**src/rtl/core/hrhp_pkg.sv**
```systemverilog
// ----------------------------------------------------------------------------
// hrhp_pkg
// Types and constants shared by the response head parser modules.
// ----------------------------------------------------------------------------
package hrhp_pkg;

    typedef enum logic [2:0] {
        PH_IDLE   = 3'd0,
        PH_STATUS = 3'd1,
        PH_LINE   = 3'd2,
        PH_NAME   = 3'd3,
        PH_VALUE  = 3'd4,
        PH_BODY   = 3'd5
    } t_phase;

    localparam logic [3:0] ERR_OK       = 4'd0;
    localparam logic [3:0] ERR_HEAD_LEN = 4'd1;
    localparam logic [3:0] ERR_LINE_END = 4'd2;
    localparam logic [3:0] ERR_STATUS   = 4'd3;
    localparam logic [3:0] ERR_HDR_CNT  = 4'd4;
    localparam logic [3:0] ERR_HDR_LINE = 4'd5;
    localparam logic [3:0] ERR_VAL_CHAR = 4'd6;
    localparam logic [3:0] ERR_TE       = 4'd7;
    localparam logic [3:0] ERR_BAD_LEN  = 4'd8;
    localparam logic [3:0] ERR_NO_LEN   = 4'd9;
    localparam logic [3:0] ERR_TOO_BIG  = 4'd10;

    localparam logic [2:0] ADDR_MAX_BODY = 3'd0;

    // one result item
    typedef struct packed {
        logic        kind;
        logic [7:0]  body_byte;
        logic [9:0]  status_code;
        logic [23:0] content_length;
        logic        keep_alive;
        logic [3:0]  error_code;
        logic        last;
    } t_result;

    // lower case fold
    function automatic logic [7:0] f_lower(input logic [7:0] c);
        f_lower = (c >= 8'h41 && c <= 8'h5A) ? c + 8'd32 : c;
    endfunction

    function automatic logic f_is_digit(input logic [7:0] c);
        f_is_digit = (c >= 8'h30 && c <= 8'h39);
    endfunction

    function automatic logic f_is_ows(input logic [7:0] c);
        f_is_ows = (c == 8'h20 || c == 8'h09);
    endfunction

    // token character check
    function automatic logic f_is_tchar(input logic [7:0] c);
        logic r;
        r = (c >= 8'h41 && c <= 8'h5A) || (c >= 8'h61 && c <= 8'h7A) || f_is_digit(c);
        case (c)
            8'h21, 8'h23, 8'h24, 8'h25, 8'h26, 8'h27, 8'h2A, 8'h2B,
            8'h2D, 8'h2E, 8'h5E, 8'h5F, 8'h60, 8'h7C, 8'h7E: r = 1'b1;
            default: ;
        endcase
        f_is_tchar = r;
    endfunction

    // watched names, lower case, indexed by position
    function automatic logic [7:0] f_te_char(input logic [4:0] p);
        logic [7:0] r;
        case (p)
            5'd0: r = "t"; 5'd1: r = "r"; 5'd2: r = "a"; 5'd3: r = "n";
            5'd4: r = "s"; 5'd5: r = "f"; 5'd6: r = "e"; 5'd7: r = "r";
            5'd8: r = "-"; 5'd9: r = "e"; 5'd10: r = "n"; 5'd11: r = "c";
            5'd12: r = "o"; 5'd13: r = "d"; 5'd14: r = "i"; 5'd15: r = "n";
            5'd16: r = "g";
            default: r = 8'h00;
        endcase
        f_te_char = r;
    endfunction

    function automatic logic [7:0] f_cl_char(input logic [4:0] p);
        logic [7:0] r;
        case (p)
            5'd0: r = "c"; 5'd1: r = "o"; 5'd2: r = "n"; 5'd3: r = "t";
            5'd4: r = "e"; 5'd5: r = "n"; 5'd6: r = "t"; 5'd7: r = "-";
            5'd8: r = "l"; 5'd9: r = "e"; 5'd10: r = "n"; 5'd11: r = "g";
            5'd12: r = "t"; 5'd13: r = "h";
            default: r = 8'h00;
        endcase
        f_cl_char = r;
    endfunction

    function automatic logic [7:0] f_cn_char(input logic [4:0] p);
        logic [7:0] r;
        case (p)
            5'd0: r = "c"; 5'd1: r = "o"; 5'd2: r = "n"; 5'd3: r = "n";
            5'd4: r = "e"; 5'd5: r = "c"; 5'd6: r = "t"; 5'd7: r = "i";
            5'd8: r = "o"; 5'd9: r = "n";
            default: r = 8'h00;
        endcase
        f_cn_char = r;
    endfunction

    function automatic logic [7:0] f_status_char(input logic [3:0] p);
        logic [7:0] r;
        case (p)
            4'd0: r = "H"; 4'd1: r = "T"; 4'd2: r = "T"; 4'd3: r = "P";
            4'd4: r = "/"; 4'd5: r = "1"; 4'd6: r = "."; 4'd7: r = "1";
            default: r = 8'h00;
        endcase
        f_status_char = r;
    endfunction

    function automatic logic [7:0] f_close_char(input logic [3:0] p);
        logic [7:0] r;
        case (p)
            4'd1: r = "l"; 4'd2: r = "o"; 4'd3: r = "s"; 4'd4: r = "e";
            default: r = 8'h00;
        endcase
        f_close_char = r;
    endfunction

endpackage

```
**src/rtl/core/hrhp_cfg.sv**
```systemverilog
// ----------------------------------------------------------------------------
// hrhp_cfg
// Configuration register bank with its APB-style access port.
// ----------------------------------------------------------------------------
module hrhp_cfg (
    input  logic        i_clk,
    input  logic        i_rst_n,
    input  logic        psel,
    input  logic        penable,
    input  logic        pwrite,
    input  logic [2:0]  paddr,
    input  logic [31:0] pwdata,
    output logic [31:0] prdata,
    output logic        pready,
    output logic [23:0] o_max_body_len,
    output logic [23:0] o_max_div10
);
    logic [23:0] r_max_body_len;
    logic [23:0] r_max_div10;
    logic [23:0] n_max_body_len;
    logic [47:0] w_prod;

    assign pready = 1'b1;

    // register write
    always_comb begin
        n_max_body_len = r_max_body_len;
        if (psel && penable && pwrite && paddr == hrhp_pkg::ADDR_MAX_BODY)
            n_max_body_len = pwdata[23:0];
    end

    always_ff @(posedge i_clk) begin
        if (!i_rst_n) begin
            r_max_body_len <= 24'd16383;
        end else begin
            r_max_body_len <= n_max_body_len;
        end
    end

    // registered quotient by ten; config is quiet long before use
    assign w_prod = {24'd0, r_max_body_len} * 48'd13421773;
    always_ff @(posedge i_clk) begin
        r_max_div10 <= w_prod[47:24] >> 3;
    end

    // readback
    always_comb begin
        prdata = 32'd0;
        if (paddr == hrhp_pkg::ADDR_MAX_BODY)
            prdata = {8'd0, r_max_body_len};
    end

    assign o_max_body_len = r_max_body_len;
    assign o_max_div10    = r_max_div10;
endmodule

```
**src/rtl/core/hrhp_core.sv**
```systemverilog
// ----------------------------------------------------------------------------
// hrhp_core
// Per-byte parser step: state registers and the result they produce.
// ----------------------------------------------------------------------------
module hrhp_core #(
    parameter int HEAD_MAX_BYTES   = 65536,
    parameter int MAX_HEADER_LINES = 64
) (
    input  logic               i_clk,
    input  logic               i_rst_n,
    input  logic               i_en,
    input  logic [7:0]         i_c,
    input  logic               i_sor,
    input  logic [23:0]        i_max_body_len,
    input  logic [23:0]        i_max_div10,
    output logic               o_res_valid,
    output hrhp_pkg::t_result  o_res
);
    localparam int HCW = $clog2(HEAD_MAX_BYTES + 2);
    localparam int LCW = $clog2(MAX_HEADER_LINES + 2);

    hrhp_pkg::t_phase r_phase, n_phase, w_ph;
    logic [HCW-1:0] r_hcnt, n_hcnt, w_hcnt;
    logic [9:0]  r_st, n_st, w_st;
    logic [3:0]  r_spos, n_spos, w_spos;
    logic [LCW-1:0] r_lines, n_lines, w_lines;
    logic [2:0]  r_nm, n_nm, w_nm, w_nm2;
    logic [4:0]  r_npos, n_npos, w_npos;
    // one bit above the field so a last digit past the limit is still seen
    logic [24:0] r_len, n_len, w_len;
    logic        r_have, n_have, w_have;
    logic        r_incl, n_incl, w_incl;
    logic        r_dig, n_dig, w_dig;
    logic        r_trail, n_trail, w_trail;
    logic [3:0]  r_cts, n_cts, w_cts;
    logic        r_close, n_close, w_close;
    logic        r_cr, n_cr, w_cr;
    logic [23:0] r_body, n_body, w_body;
    logic [7:0]  w_lc;
    logic [13:0] w_st10;
    logic [28:0] w_len10;
    logic        w_fail;
    logic [3:0]  w_err;
    logic        w_put;
    hrhp_pkg::t_result w_res;

    assign w_lc    = hrhp_pkg::f_lower(i_c);
    assign w_st10  = {4'd0, r_st} * 14'd10 + {10'd0, i_c[3:0]};
    assign w_len10 = {4'd0, r_len} * 29'd10 + {25'd0, i_c[3:0]};

    // name match update for the current byte
    always_comb begin
        w_nm2 = (r_phase == hrhp_pkg::PH_LINE) ? 3'b111 : r_nm;
        w_npos = (r_phase == hrhp_pkg::PH_LINE) ? 5'd0 : r_npos;
        if (w_npos >= 5'd17 || w_lc != hrhp_pkg::f_te_char(w_npos)) w_nm2[0] = 1'b0;
        if (w_npos >= 5'd14 || w_lc != hrhp_pkg::f_cl_char(w_npos)) w_nm2[1] = 1'b0;
        if (w_npos >= 5'd10 || w_lc != hrhp_pkg::f_cn_char(w_npos)) w_nm2[2] = 1'b0;
    end

    // next state and result
    always_comb begin
        w_ph = r_phase; w_hcnt = r_hcnt; w_st = r_st; w_spos = r_spos;
        w_lines = r_lines; w_nm = r_nm; w_len = r_len;
        w_have = r_have; w_incl = r_incl; w_dig = r_dig; w_trail = r_trail;
        w_cts = r_cts; w_close = r_close; w_cr = r_cr; w_body = r_body;
        w_fail = 1'b0; w_err = hrhp_pkg::ERR_OK; w_put = 1'b0;
        w_res = '0;
        n_npos = r_npos;
        if (i_sor) begin
            w_ph = hrhp_pkg::PH_STATUS; w_hcnt = '0; w_st = '0; w_spos = '0;
            w_lines = '0; w_nm = '0; n_npos = '0; w_len = '0;
            w_have = 1'b0; w_incl = 1'b0; w_dig = 1'b0; w_trail = 1'b0;
            w_cts = '0; w_close = 1'b0; w_cr = 1'b0; w_body = '0;
        end
        n_phase = w_ph; n_hcnt = w_hcnt; n_st = w_st; n_spos = w_spos;
        n_lines = w_lines; n_nm = w_nm; n_len = w_len;
        n_have = w_have; n_incl = w_incl; n_dig = w_dig; n_trail = w_trail;
        n_cts = w_cts; n_close = w_close; n_cr = w_cr; n_body = w_body;

        if (w_ph == hrhp_pkg::PH_BODY) begin
            n_body = w_body - 24'd1;
            w_put = 1'b1;
            w_res.kind = 1'b1;
            w_res.body_byte = i_c;
            w_res.last = (w_body <= 24'd1);
            if (w_res.last) begin
                n_phase = hrhp_pkg::PH_STATUS; n_body = '0; n_hcnt = '0; n_st = '0;
                n_spos = '0; n_lines = '0; n_nm = '0; n_npos = '0; n_len = '0;
                n_have = 1'b0; n_incl = 1'b0; n_dig = 1'b0; n_trail = 1'b0;
                n_cts = '0; n_close = 1'b0; n_cr = 1'b0;
            end
        end else if (w_ph != hrhp_pkg::PH_IDLE) begin
            n_hcnt = w_hcnt + 1'b1;
            if (n_hcnt > HCW'(HEAD_MAX_BYTES)) begin
                w_fail = 1'b1; w_err = hrhp_pkg::ERR_HEAD_LEN;
            end else if (w_cr) begin
                n_cr = 1'b0;
                if (i_c != 8'h0A) begin
                    w_fail = 1'b1; w_err = hrhp_pkg::ERR_LINE_END;
                end else begin
                    // end of line
                    case (w_ph)
                        hrhp_pkg::PH_STATUS: begin
                            if (w_spos < 4'd10 || w_st < 10'd100 || w_st > 10'd599) begin
                                w_fail = 1'b1; w_err = hrhp_pkg::ERR_STATUS;
                            end else n_phase = hrhp_pkg::PH_LINE;
                        end
                        hrhp_pkg::PH_LINE: begin
                            if (!w_have) begin
                                w_fail = 1'b1; w_err = hrhp_pkg::ERR_NO_LEN;
                            end else if (w_len > {1'b0, i_max_body_len}) begin
                                w_fail = 1'b1; w_err = hrhp_pkg::ERR_TOO_BIG;
                            end else begin
                                w_put = 1'b1;
                                w_res.status_code = w_st;
                                w_res.content_length = w_len[23:0];
                                w_res.keep_alive = !w_close;
                                w_res.last = (w_len == 25'd0);
                                if (w_len == 25'd0) begin
                                    n_phase = hrhp_pkg::PH_STATUS; n_hcnt = '0;
                                    n_st = '0; n_spos = '0; n_lines = '0; n_nm = '0;
                                    n_npos = '0; n_len = '0; n_have = 1'b0;
                                    n_incl = 1'b0; n_dig = 1'b0; n_trail = 1'b0;
                                    n_cts = '0; n_close = 1'b0; n_body = '0;
                                end else begin
                                    n_body = w_len[23:0];
                                    n_phase = hrhp_pkg::PH_BODY;
                                end
                            end
                        end
                        hrhp_pkg::PH_NAME: begin
                            w_fail = 1'b1; w_err = hrhp_pkg::ERR_HDR_LINE;
                        end
                        default: begin
                            if (w_incl && !w_dig) begin
                                w_fail = 1'b1; w_err = hrhp_pkg::ERR_BAD_LEN;
                            end else begin
                                if (w_cts == 4'd6 || w_cts == 4'd7) n_close = 1'b1;
                                n_incl = 1'b0; n_dig = 1'b0; n_trail = 1'b0;
                                n_cts = '0;
                                n_phase = hrhp_pkg::PH_LINE;
                            end
                        end
                    endcase
                end
            end else if (i_c == 8'h00 || i_c == 8'h0A) begin
                w_fail = 1'b1; w_err = hrhp_pkg::ERR_LINE_END;
            end else if (i_c == 8'h0D) begin
                n_cr = 1'b1;
            end else begin
                case (w_ph)
                    hrhp_pkg::PH_STATUS: begin
                        if (w_spos < 4'd8) begin
                            if (i_c != hrhp_pkg::f_status_char(w_spos)) begin
                                w_fail = 1'b1; w_err = hrhp_pkg::ERR_STATUS;
                            end else n_spos = w_spos + 4'd1;
                        end else if (w_spos == 4'd8 || w_spos == 4'd9) begin
                            if (hrhp_pkg::f_is_digit(i_c)) begin
                                n_st = {6'd0, i_c[3:0]};
                                n_spos = 4'd10;
                            end else if (w_spos == 4'd8 && i_c == 8'h2B) begin
                                n_spos = 4'd9;
                            end else if (!(w_spos == 4'd8 && (i_c == 8'h20 || i_c == 8'h09
                                         || i_c == 8'h0B || i_c == 8'h0C))) begin
                                w_fail = 1'b1; w_err = hrhp_pkg::ERR_STATUS;
                            end
                        end else if (w_spos == 4'd10) begin
                            if (hrhp_pkg::f_is_digit(i_c))
                                n_st = (w_st10 > 14'd1000) ? 10'd1000 : w_st10[9:0];
                            else
                                n_spos = 4'd11;
                        end
                    end
                    hrhp_pkg::PH_LINE: begin
                        n_lines = w_lines + 1'b1;
                        if (n_lines > LCW'(MAX_HEADER_LINES)) begin
                            w_fail = 1'b1; w_err = hrhp_pkg::ERR_HDR_CNT;
                        end else if (!hrhp_pkg::f_is_tchar(i_c)) begin
                            w_fail = 1'b1; w_err = hrhp_pkg::ERR_HDR_LINE;
                        end else begin
                            n_phase = hrhp_pkg::PH_NAME;
                            n_nm = w_nm2;
                            n_npos = 5'd1;
                        end
                    end
                    hrhp_pkg::PH_NAME: begin
                        if (i_c == 8'h3A) begin
                            if (w_nm[0] && r_npos == 5'd17) begin
                                w_fail = 1'b1; w_err = hrhp_pkg::ERR_TE;
                            end else if (w_nm[1] && r_npos == 5'd14 && w_have) begin
                                w_fail = 1'b1; w_err = hrhp_pkg::ERR_BAD_LEN;
                            end else begin
                                if (w_nm[1] && r_npos == 5'd14) begin
                                    n_have = 1'b1; n_incl = 1'b1;
                                end
                                if (w_nm[2] && r_npos == 5'd10) n_cts = 4'd1;
                                n_phase = hrhp_pkg::PH_VALUE;
                            end
                        end else if (!hrhp_pkg::f_is_tchar(i_c)) begin
                            w_fail = 1'b1; w_err = hrhp_pkg::ERR_HDR_LINE;
                        end else begin
                            n_nm = w_nm2;
                            if (r_npos < 5'd31) n_npos = r_npos + 5'd1;
                        end
                    end
                    default: begin
                        if ((i_c < 8'h20 && i_c != 8'h09) || i_c == 8'h7F) begin
                            w_fail = 1'b1; w_err = hrhp_pkg::ERR_VAL_CHAR;
                        end else if (w_incl && !hrhp_pkg::f_is_ows(i_c)
                                     && (!hrhp_pkg::f_is_digit(i_c) || w_trail
                                         || (w_dig && w_len == 25'd0)
                                         || w_len > {1'b0, i_max_div10})) begin
                            w_fail = 1'b1; w_err = hrhp_pkg::ERR_BAD_LEN;
                        end else begin
                            if (w_incl) begin
                                if (hrhp_pkg::f_is_ows(i_c)) begin
                                    if (w_dig) n_trail = 1'b1;
                                end else begin
                                    n_len = w_len10[24:0];
                                    n_dig = 1'b1;
                                end
                            end
                            // close token tracking
                            if (w_cts != 4'd0) begin
                                if (i_c == 8'h2C) begin
                                    if (w_cts == 4'd6 || w_cts == 4'd7) n_close = 1'b1;
                                    n_cts = 4'd1;
                                end else if (w_cts == 4'd1) begin
                                    if (!hrhp_pkg::f_is_ows(i_c))
                                        n_cts = (w_lc == 8'h63) ? 4'd2 : 4'd8;
                                end else if (w_cts >= 4'd2 && w_cts <= 4'd5) begin
                                    n_cts = (w_lc == hrhp_pkg::f_close_char(w_cts - 4'd1))
                                            ? w_cts + 4'd1 : 4'd8;
                                end else if (w_cts == 4'd6 || w_cts == 4'd7) begin
                                    n_cts = hrhp_pkg::f_is_ows(i_c) ? 4'd7 : 4'd8;
                                end
                            end
                        end
                    end
                endcase
            end
            if (w_fail) begin
                n_phase = hrhp_pkg::PH_IDLE;
                w_put = 1'b1;
                w_res = '0;
                w_res.error_code = w_err;
                w_res.last = 1'b1;
            end
        end
    end

    // state registers
    always_ff @(posedge i_clk) begin
        if (!i_rst_n) begin
            r_phase <= hrhp_pkg::PH_IDLE;
            r_hcnt <= '0; r_st <= '0; r_spos <= '0; r_lines <= '0; r_nm <= '0;
            r_npos <= '0; r_len <= '0; r_have <= 1'b0; r_incl <= 1'b0;
            r_dig <= 1'b0; r_trail <= 1'b0; r_cts <= '0; r_close <= 1'b0;
            r_cr <= 1'b0; r_body <= '0;
        end else if (i_en) begin
            r_phase <= n_phase;
            r_hcnt <= n_hcnt; r_st <= n_st; r_spos <= n_spos; r_lines <= n_lines;
            r_nm <= n_nm; r_npos <= n_npos; r_len <= n_len; r_have <= n_have;
            r_incl <= n_incl; r_dig <= n_dig; r_trail <= n_trail; r_cts <= n_cts;
            r_close <= n_close; r_cr <= n_cr; r_body <= n_body;
        end
    end

    assign o_res_valid = i_en && w_put;
    assign o_res = w_res;
endmodule

```
**src/rtl/core/http_response_head_parser.sv**
```systemverilog
// ----------------------------------------------------------------------------
// http_response_head_parser
// HTTP/1.1 response head checker with Content-Length body pass-through.
// ----------------------------------------------------------------------------
// path: an input item is registered in the input stage; any result item it
// yields is registered in the output register, or the skid stage on a stall
// throughput: one byte per cycle; the input stalls only while a result item
// waits in the skid stage
// reset: synchronous, active low; parser idles until a start byte,
// max_body_len returns to 16383
module http_response_head_parser #(
    parameter int HEAD_MAX_BYTES   = 65536,
    parameter int MAX_HEADER_LINES = 64
) (
    input  logic        i_clk,
    input  logic        i_rst_n,
    input  logic        i_valid,
    output logic        o_stall,
    input  logic [7:0]  i_data_byte,
    input  logic        i_start_of_response,
    output logic        o_valid,
    input  logic        i_stall,
    output logic        o_result_kind,
    output logic [7:0]  o_body_byte,
    output logic [9:0]  o_status_code,
    output logic [23:0] o_content_length,
    output logic        o_keep_alive,
    output logic [3:0]  o_error_code,
    output logic        o_last,
    input  logic        psel,
    input  logic        penable,
    input  logic        pwrite,
    input  logic [2:0]  paddr,
    input  logic [31:0] pwdata,
    output logic [31:0] prdata,
    output logic        pready
);
    logic        r_in_v;
    logic [7:0]  r_in_c;
    logic        r_in_sor;
    logic        w_adv;
    logic        w_rv;
    logic [23:0] w_max, w_div;
    hrhp_pkg::t_result w_res, r_out, r_skid;
    logic        r_out_v, r_skid_v;

    hrhp_cfg u_cfg (
        .i_clk(i_clk), .i_rst_n(i_rst_n), .psel(psel), .penable(penable),
        .pwrite(pwrite), .paddr(paddr), .pwdata(pwdata), .prdata(prdata),
        .pready(pready), .o_max_body_len(w_max), .o_max_div10(w_div)
    );

    // input stage moves when the skid stage is empty
    assign o_stall = r_skid_v;
    assign w_adv   = !r_skid_v;

    always_ff @(posedge i_clk) begin
        if (!i_rst_n) begin
            r_in_v <= 1'b0;
        end else if (w_adv) begin
            r_in_v <= i_valid;
        end
    end

    always_ff @(posedge i_clk) begin
        if (w_adv) begin
            r_in_c   <= i_data_byte;
            r_in_sor <= i_start_of_response;
        end
    end

    hrhp_core #(
        .HEAD_MAX_BYTES(HEAD_MAX_BYTES), .MAX_HEADER_LINES(MAX_HEADER_LINES)
    ) u_core (
        .i_clk(i_clk), .i_rst_n(i_rst_n), .i_en(r_in_v && w_adv),
        .i_c(r_in_c), .i_sor(r_in_sor), .i_max_body_len(w_max),
        .i_max_div10(w_div), .o_res_valid(w_rv), .o_res(w_res)
    );

    // output register with skid stage
    always_ff @(posedge i_clk) begin
        if (!i_rst_n) begin
            r_out_v  <= 1'b0;
            r_skid_v <= 1'b0;
        end else begin
            if (!r_out_v || !i_stall) begin
                r_out_v  <= r_skid_v || w_rv;
                r_skid_v <= 1'b0;
            end else if (w_rv) begin
                r_skid_v <= 1'b1;
            end
        end
    end

    always_ff @(posedge i_clk) begin
        if (!r_out_v || !i_stall) begin
            r_out <= r_skid_v ? r_skid : w_res;
        end else if (w_rv) begin
            r_skid <= w_res;
        end
    end

    assign o_valid          = r_out_v;
    assign o_result_kind    = r_out.kind;
    assign o_body_byte      = r_out.body_byte;
    assign o_status_code    = r_out.status_code;
    assign o_content_length = r_out.content_length;
    assign o_keep_alive     = r_out.keep_alive;
    assign o_error_code     = r_out.error_code;
    assign o_last           = r_out.last;
endmodule
```
**config.mk**
```make
export PLATFORM = sky130hd
export DESIGN_NAME = http_response_head_parser
export DESIGN_NICKNAME = d
export VERILOG_FILES = /design/src/rtl/core/hrhp_pkg.sv /design/src/rtl/core/hrhp_cfg.sv /design/src/rtl/core/hrhp_core.sv /design/src/rtl/core/http_response_head_parser.sv
export SDC_FILE = /design/constraint.sdc
export NUM_CORES = 2
export LEC_CHECK = 0
export BUFFER_PORTS_ARGS = -buffer_cell sky130_fd_sc_hd__buf_2
export CAP_MARGIN = 0
export CELL_PAD_IN_SITES_DETAIL_PLACEMENT = 1
export CELL_PAD_IN_SITES_GLOBAL_PLACEMENT = 2
export CORE_UTILIZATION = 35
export DETAILED_ROUTE_END_ITERATION = 7
export PLACE_DENSITY = 0.85
export SYNTH_ARGS = -nofsm -noshare
export SYNTH_HDL_FRONTEND = slang
export SYNTH_HIERARCHICAL = 1
export SYNTH_SLANG_ARGS = --single-unit
```
**constraint.sdc**
```tcl
create_clock -name i_clk -period 9.89 [get_ports i_clk]
set_input_delay 1.4835 -clock i_clk [delete_from_list [all_inputs] [get_ports i_clk]]
set_output_delay 1.4835 -clock i_clk [all_outputs]
set_load 0.05 [all_outputs]
```
Word level (Yosys, flattened, before mapping)
Memory sizes are Yosys's and may differ from the RTL's.
Cells that the tools add are included.
{"block": "classes", "n_bitwise": 2, "reduce_logical": 57, "eq_ne": 50, "n_mux": 416, "order_cmp": 23, "n_addsub": 10, "multipliers": 3}
{"op": "25-bit two-way mux", "n": 18}
{"op": "24-bit two-way mux", "n": 12}
{"op": "4-bit two-way mux", "n": 67}
{"op": "35-bit two-way mux", "n": 6}
{"op": "10-bit two-way mux", "n": 20}
{"op": "8-bit two-way mux", "n": 25}
{"op": "17-bit two-way mux", "n": 11}
{"op": "1-bit two-way mux", "n": 161}
{"op": "3-bit two-way mux", "n": 40}
{"op": "8-bit by 6-bit equality test with 1-bit output (second input constant)", "n": 13}
{"op": "7-bit two-way mux", "n": 14}
{"op": "5-bit two-way mux", "n": 19}
{"op": "40-bit two-way mux", "n": 2}
{"op": "8-bit by 7-bit equality test with 1-bit output (second input constant)", "n": 7}
{"op": "49-bit two-way mux", "n": 1}
{"op": "24-bit by 24-bit multiplier with 48-bit output (second input constant)", "n": 1}
{"op": "8-bit by 4-bit equality test with 1-bit output (second input constant)", "n": 5}
{"op": "39-bit two-way mux", "n": 1}
{"op": "8-bit inequality test", "n": 4}
{"op": "7-bit one-hot mux with 4 select lines", "n": 1}
{"op": "25-bit by 4-bit adder with 25-bit output", "n": 1}
{"op": "25-bit by 21-bit greater-than comparator with 1-bit output", "n": 1}
{"op": "25-bit by 24-bit greater-than comparator with 1-bit output", "n": 1}
{"op": "25-bit logical NOT", "n": 1}
{"op": "other kinds (59)", "n": 129}
{"block": "word_totals", "rom_bits": 504, "elab_cells": 602, "memories": 4, "out_inout_bits": 84, "register_bits": 263}
{"name": "(name not given)", "depth": 32, "word_bits": 7, "read_ports": 1, "rd_ports_with_merged_regs": 0, "wr": 0, "line": "hrhp_pkg.sv:69", "source": "case (p)"}
{"name": "(name not given)", "depth": 16, "word_bits": 7, "read_ports": 1, "rd_ports_with_merged_regs": 0, "wr": 0, "line": "hrhp_pkg.sv:82", "source": "case (p)"}
{"name": "(name not given)", "depth": 16, "word_bits": 7, "read_ports": 1, "rd_ports_with_merged_regs": 0, "wr": 0, "line": "hrhp_pkg.sv:94", "source": "case (p)"}
{"name": "(name not given)", "depth": 8, "word_bits": 7, "read_ports": 1, "rd_ports_with_merged_regs": 0, "wr": 0, "line": "hrhp_pkg.sv:105", "source": "case (p)"}

Logic depth before layout (Yosys ltp)
{"block": "logic_depth", "ltp_word": 32, "ltp_mapped": 24}

Hierarchy
The synthesis kept the hierarchy.
{"module": "hrhp_core", "cells_per_inst": 2036, "area_each_um2": 14606.5, "instances": 1}
{"module": "hrhp_cfg", "cells_per_inst": 1263, "area_each_um2": 12087.8, "instances": 1}
{"module": "http_response_head_parser", "cells_per_inst": 174, "area_each_um2": 4175.3, "instances": 1}

Least setup slack after synthesis
Ideal clock, no wire load.
{"block": "synth_timing", "path_kind": "register to register", "start": "reg r_in_sor", "end": "reg r_skid[0] (netlist bit), enable pin", "path_buffers": 10, "stages_incl_launch_ff": 23, "setup_ns": 0.412, "path_slack_ns": 3.440, "t_arrival_ns": 6.038, "cell_sequence": "edfxtp_1 buf_4 buf_2 buf_2 buf_2 buf_2 buf_1 buf_1 clkbuf_1 clkbuf_1 nor2b_1 ha_1 a211oi_1 o21ai_0 o221a_2 o211a_1 nor2_1 nand2_1 nor3_1 clkbuf_1 o21ai_0 o21ai_0 and3_1"}
{"block": "synth_between", "elab_chain_len": 26, "word_cells_on_any_way": 93, "classes_between": "2 x add/sub; 8 x order compare; 7 x eq/ne; 55 x mux; 20 x reduce/logical; 1 x memory"}
{"element": "start: declaration", "line": "http_response_head_parser.sv:40", "source": "logic r_in_sor;"}
{"element": "start signal: assignment", "line": "http_response_head_parser.sv:68", "source": "r_in_sor <= i_start_of_response;"}
{"element": "4-bit two-way mux", "line": "hrhp_core.sv:69", "source": "if (i_sor) begin"}
{"element": "memory 8 x 7 bit"}
{"element": "8-bit two-way mux", "line": "hrhp_pkg.sv:105"}
{"element": "8-bit two-way mux", "line": "hrhp_core.sv:153", "source": "if (w_spos < 4'd8) begin"}
{"element": "8-bit two-way mux", "line": "hrhp_core.sv:151", "source": "case (w_ph)"}
{"element": "8-bit two-way mux", "line": "hrhp_core.sv:148", "source": "end else if (i_c == 8'h0D) begin"}
{"element": "8-bit two-way mux", "line": "hrhp_core.sv:146", "source": "end else if (i_c == 8'h00 || i_c == 8'h0A) begin"}
{"element": "8-bit two-way mux", "line": "hrhp_core.sv:96", "source": "end else if (w_cr) begin"}
{"element": "[... 11 more ...]"}
{"element": "1-bit two-way mux", "line": "hrhp_core.sv:92", "source": "end else if (w_ph != hrhp_pkg::PH_IDLE) begin"}
{"element": "1-bit two-way mux", "line": "hrhp_core.sv:80", "source": "if (w_ph == hrhp_pkg::PH_BODY) begin"}
{"element": "1-bit two-way mux", "line": "hrhp_core.sv:242", "source": "if (w_fail) begin"}
{"element": "1-bit two-way mux", "line": "hrhp_core.sv:92"}
{"element": "1-bit two-way mux *", "line": "hrhp_core.sv:80"}
{"element": "1-bit logical AND *", "line": "hrhp_core.sv:269", "source": "assign o_res_valid = i_en && w_put;"}
{"element": "via w_rv", "line": "http_response_head_parser.sv:42", "source": "logic w_rv;"}
{"element": "2-bit AND reduction (no source line) *"}
{"element": "end signal: assignment", "line": "http_response_head_parser.sv:99", "source": "r_skid <= w_res;"}
{"element": "end: declaration", "line": "http_response_head_parser.sv:44", "source": "hrhp_pkg::t_result w_res, r_out, r_skid;"}
The timed path passes the listed nets; every way through them passes the cells marked *. The select of a mux whose other input is x is not followed.
A chain may end at the register's enable or synchronous reset.

Final worst setup path
{"block": "layout_timing", "start": "reg u_cfg.r_max_body_len[5] (netlist: u_cfg/o_max_body_len[5])", "end": "reg u_cfg.r_max_div10[11] (netlist: u_cfg/o_max_div10[11])"}
{"block": "layout_between", "elab_chain_len": 1}
{"element": "start: declaration", "line": "hrhp_cfg.sv:18", "source": "logic [23:0] r_max_body_len;"}
{"element": "start signal: assignment", "line": "hrhp_cfg.sv:36", "source": "r_max_body_len <= n_max_body_len;"}
{"element": "24-bit by 24-bit multiplier with 48-bit output", "line": "hrhp_cfg.sv:41", "source": "assign w_prod = {24'd0, r_max_body_len} * 48'd13421773;"}
{"element": "via u_cfg.w_prod[38]", "line": "hrhp_cfg.sv:21", "source": "logic [47:0] w_prod;"}
{"element": "end signal: assignment", "line": "hrhp_cfg.sv:43", "source": "r_max_div10 <= w_prod[47:24] >> 3;"}
{"element": "end: declaration", "line": "hrhp_cfg.sv:19", "source": "logic [23:0] r_max_div10;"}
The timed path passes the listed nets, and every way through them passes these cells.

==> summary.txt <==
CTS
  – Clock latency reported for the late side of the worst-skew pair: ~0.57 ns
  – Clock root cell: clkbuf_16
  – CTS clock-pin slew for the worst setup and hold paths: roughly 0.05 ns
  – Total setup buffers inserted after CTS: 0
  – Hold_buf cts: 0
  – H-tree depth: 2
  – Number of gates resized after CTS: 0
  – TritonCTS clock tree: built
  – TritonCTS buffer count: 35
  – Bufs on Longest Clock Path: 3
  – Number of clock sinks: between 200 and 300

Synthesis
  – Count of warnings emitted by yosys: 6
  – Register bit count reported by yosys: 263
  – Top flip-flop cell by instance count after synthesis: dfxtp_1
  – Commonest cells in the netlist: inv_1, ha_1, nand2_1
  – Post-synthesis sequential area ratio: between 20 and 25%
  – Top cell type by total area after synthesis: ha_1
  – Yosys cell types: approximately 120
  – Proportion of synthesized area in mux cells: a little over 3%
  – Combinational family with the most area after synthesis: adder cells
  – Count of flip-flops with a built-in enable after synthesis: 107
  – Post-synthesis compound-gate area fraction: between 10% and 20%
  – Top cells by area in the synthesized netlist: ha_1, fa_1, edfxtp_1
  – Synthesized instance count: approximately 3,500
  – Synthesized area per cell: approximately 8.9 sq um
  – Share of the synthesized area in the top cell type: 16.3%
  – Post-Synth XOR/XNOR Area: under 10%
  – Area share of and/or/nand/nor cells after synthesis: 16.7%
  – Async set or reset register ratio after synthesis: 0%
  – Cell Area, Synth: just over 0.03 sq mm
  – Adder-cell share of the synthesized area: 30.3%
  – Count leader, synth: inv_1

Timing
  – Worst slew pin tran: between 1 and 1.5 ns
  – Headroom to the max-slew limit: between 10% and 20%
  – Worst Hold Margin: around 0.47 ns
  – Number of pins with negative max-slew slack in the final report: 0
  – Final critical path time including I/O delays and setup: around 7 ns
  – Highest Clock Rate: around 140 MHz
  – Setup repair after global routing missed its margin: false
  – Aggregate negative setup slack: 0 ns
  – Share of the clock period used by the worst path: 71.1%
  – Final setup violation count: 0
  – Setup skew after layout: between 0.02 and 0.03 ns
  – Count of final hold-check violations: 0

Floorplanning
  – Number of top-level design ports: about 140
  – Starting utilization of the core area: between 30% and 40%
  – Chip width: 299 um
  – Cell row count: about 110
  – Core Footprint: 0.0870 sq mm
  – Die boundary height: 299 um
  – Overall die area: 0.0894 sq mm

Routing
  – Number of routed nets with antenna violations: 0
  – Via count: about 27,000
  – Drt first-iter violations: between 1,500 and 2,000
  – Average wire per cell in the routed design: 22.5 um
  – Aggregate routed wire length: 107 mm
  – Number of remaining DRC errors: 0
  – DR pass1 iterations: 7
  – Vias/cell: around 5.6

Worst hold path
  – Hold endpoint: u_cfg/o_max_body_len[3]
  – Min-delay src: u_cfg/o_max_body_len[3]
  – Number of instances on the worst hold path: 2
  – Path category of the worst min-delay check: reg -> reg

GRT
  – Antenna violations before repair: 1
  – Aggregate global-route resource usage: between 20% and 30%
  – Total gr overflow: 0
  – Vias in the first global route: approximately 28,000
  – Maximum number of pins on one net before global-route repair: 52
  – Global-route wire length before repair: 167 mm

Layout
  – Share of post-route cells with drive strength above 1: between 10% and 20%
  – Number of nets at the end of the flow: between 4,000 and 5,000
  – Final core utilization: between 30% and 40%
  – Inserted Diodes: 0
  – Final instance area: ~0.034 sq mm
  – Area Overhead vs Synth: 9.48%
  – Layout fillers: a little over 10,000

Critical path
  – Largest stage delay, worst path: around 0.77 ns
  – Cell with the largest stage delay on the worst path: dfxtp_1
  – Crit. Startpoint: u_cfg/o_max_body_len[5]
  – Reg-to-reg startpoint: u_cfg/o_max_body_len[5]
  – Endpoint required time on the critical path: slightly above 10 ns
  – Element type at the critical path start: register
  – Crit Path Max Fanout: 12
  – R2r endpoint: u_cfg/o_max_div10[11]
  – Arrival time reported for the critical path endpoint: ~7.5 ns
  – Cell count of the worst reg-to-reg path: 24
  – Critical path capture point type: register
  – Crit path cell chain: ha_1 -> xor2_1 -> ha_1 -> inv_1 -> fa_1 -> inv_1 -> ha_1 -> inv_1 -> fa_1 -> inv_1 -> fa_1 -> inv_1 -> fa_1 -> inv_1 -> ha_1 -> a211oi_1 -> o21ai_0 -> a31oi_1 -> o21ai_0 -> a31oi_1 -> o31ai_2 -> a211oi_2 -> o21ai_1 -> xor2_1
  – Cell with the most instances on the worst path: inv_1
  – Minimum setup slack among reg-to-reg paths: 2.86 ns
  – Type of the worst setup path: reg -> reg

Placed design
  – Port Buffer Count: about 120
  – Placement Cell Area: around 0.033 sq mm
  – HPWL reported at the end of detailed placement: 83.6 mm
  – Placer Congestion: 0.965

Power
  – Power per cell area: 134 mW/mm^2
  – Psw: about 0.0018 W
  – IR drop worst, VDD: 0.143 mV
  – Leak Pwr: 15.4 nW
  – Part of the power in combinational logic: 44.4%
  – Switching share of total power: a little over 40%
  – Sequential share of power: between 20% and 30%
  – Clock network fraction of design power: between 20% and 30%
  – Internal power: approximately 0.0027 W

Flow run
  – Max-cap violations: 0

Outcome
  – Status: completed
-- per-layer routing --
metal / share of wire, % / track usage (%) / vias up
met2: 45 / 38.1 / 696
li1: - / - / 12400
met4: 2.6 / 6.29 / 0
met3: 5.4 / 3.05 / 168
met5: 0 / 0 / -
met1: 47 / 34.0 / 13300
-- critical path: cells and delay by family (launching register included) --
kind                     cells  cell delay [ns]
flip-flops                   1             0.77
adder cells (fa/ha/maj)      8             3.26
AO/OA/AOI/OAI                8             2.17
XOR/XNOR                     2             0.36
buffers and inverters        6             0.32
-- power by group through the flow --
stage,registers [W],logic (W),clock network [W]
floorplan,0.00124,0.00144,0
detailed placement,0.00122,0.00199,0
finish,0.00120,0.00201,0.00132
global placement,0.00122,0.00195,0
CTS,0.00120,0.00201,0.00135
global route,0.00120,0.00228,0.00138
-- kinds of logic (layout without fill, tap and decap cells) --
kind of cell | Yosys count | count (layout)
buffers and inverters | 614 | 700
other | 2 | 12
xor gates and xnor gates | 117 | 117
adders and majority gates | 618 | 618
DFF | 263 | 263
AOI/OAI and AO/OA | 800 | 800
and+or+nand+nor | 989 | 989
muxes | 70 | 70
-- sequential cells by signal (all words and copies together) (netlist names), 3 cells and up --
signal	flops
r_skid	49
u_core/r_st	10
u_core/r_nm	3
u_core/r_body	24
u_core/r_npos	5
u_core/r_spos	4
u_cfg/o_max_div10	21
r_in_c	8
u_core/r_lines	7
o_body_byte	8
u_core/r_hcnt	17
o_content_length	24
o_status_code	10
u_core/r_len	25
u_cfg/o_max_body_len	24
u_core/r_cts	4
u_core/r_phase	3
o_error_code	4
-- cell usage in the layout (no fill, tap or decap), drive strengths merged, types with 16 or more instances in the layout --
cell type / synthesis / final
nor2b: 54 / 54
mux2i: 17 / 17
and3: 28 / 28
a211oi: 41 / 41
buf: 52 / 172
nor2: 199 / 199
a31oi: 36 / 36
o31ai: 38 / 38
ha: 403 / 403
xor2: 48 / 48
nand3: 98 / 98
or2: 16 / 16
clkbuf: 95 / 40
inv: 465 / 470
o21ai: 154 / 154
mux2: 53 / 53
edfxtp: 107 / 107
dfxtp: 156 / 156
fa: 215 / 215
a21boi: 28 / 28
nand2b: 22 / 22
nand2: 255 / 255
a21o: 47 / 47
nor3: 79 / 79
a21oi: 186 / 186
o2bb2ai: 20 / 20
o21a: 27 / 27
xnor2: 69 / 69
or3: 16 / 16
nand4: 42 / 42
a22o: 22 / 22
and2: 77 / 77
o211ai: 27 / 27
nor4: 32 / 32
-- area by class of cell --
class | count | area [sq um] | area share, %
Inverter | 467 | 1750 | 5.19
Tap cell | 1155 | 1450 | 4.28
Clock buffer | 40 | 937 | 2.77
Multi-Input combinational cell | 2606 | 22100 | 65.4
Sequential cell | 263 | 6340 | 18.8
Clock inverter | 21 | 219 | 0.648
Timing Repair Buffer | 172 | 998 | 2.95
-- how the worst max path moves through the flow --
stage / to / slack (ns) / cells past startpoint
after detailed placement: u_cfg/o_max_div10[11] / 2.94 / 24
after floorplan: r_skid[0] / 3.44 / 22
after CTS: u_cfg/o_max_div10[11] / 2.88 / 24
after global routing: u_cfg/o_max_div10[11] / 2.53 / 21
after global placement: u_cfg/o_max_div10[11] / 3.04 / 24
final: u_cfg/o_max_div10[11] / 2.86 / 24
-- through the flow --
stage | instances | setup slack (ns) | power (W)
2_1_floorplan | 3483 | 3.44 | 0.00268
3_5_place_dp | 4663 | 2.94 | 0.00321
6_report | 4724 | 2.86 | 0.00453
5_1_grt | 4724 | 2.53 | 0.00487
3_3_place_gp | 4663 | 3.04 | 0.00317
4_1_cts | 4724 | 2.88 | 0.00456
(Power assumes the default switching activity.)
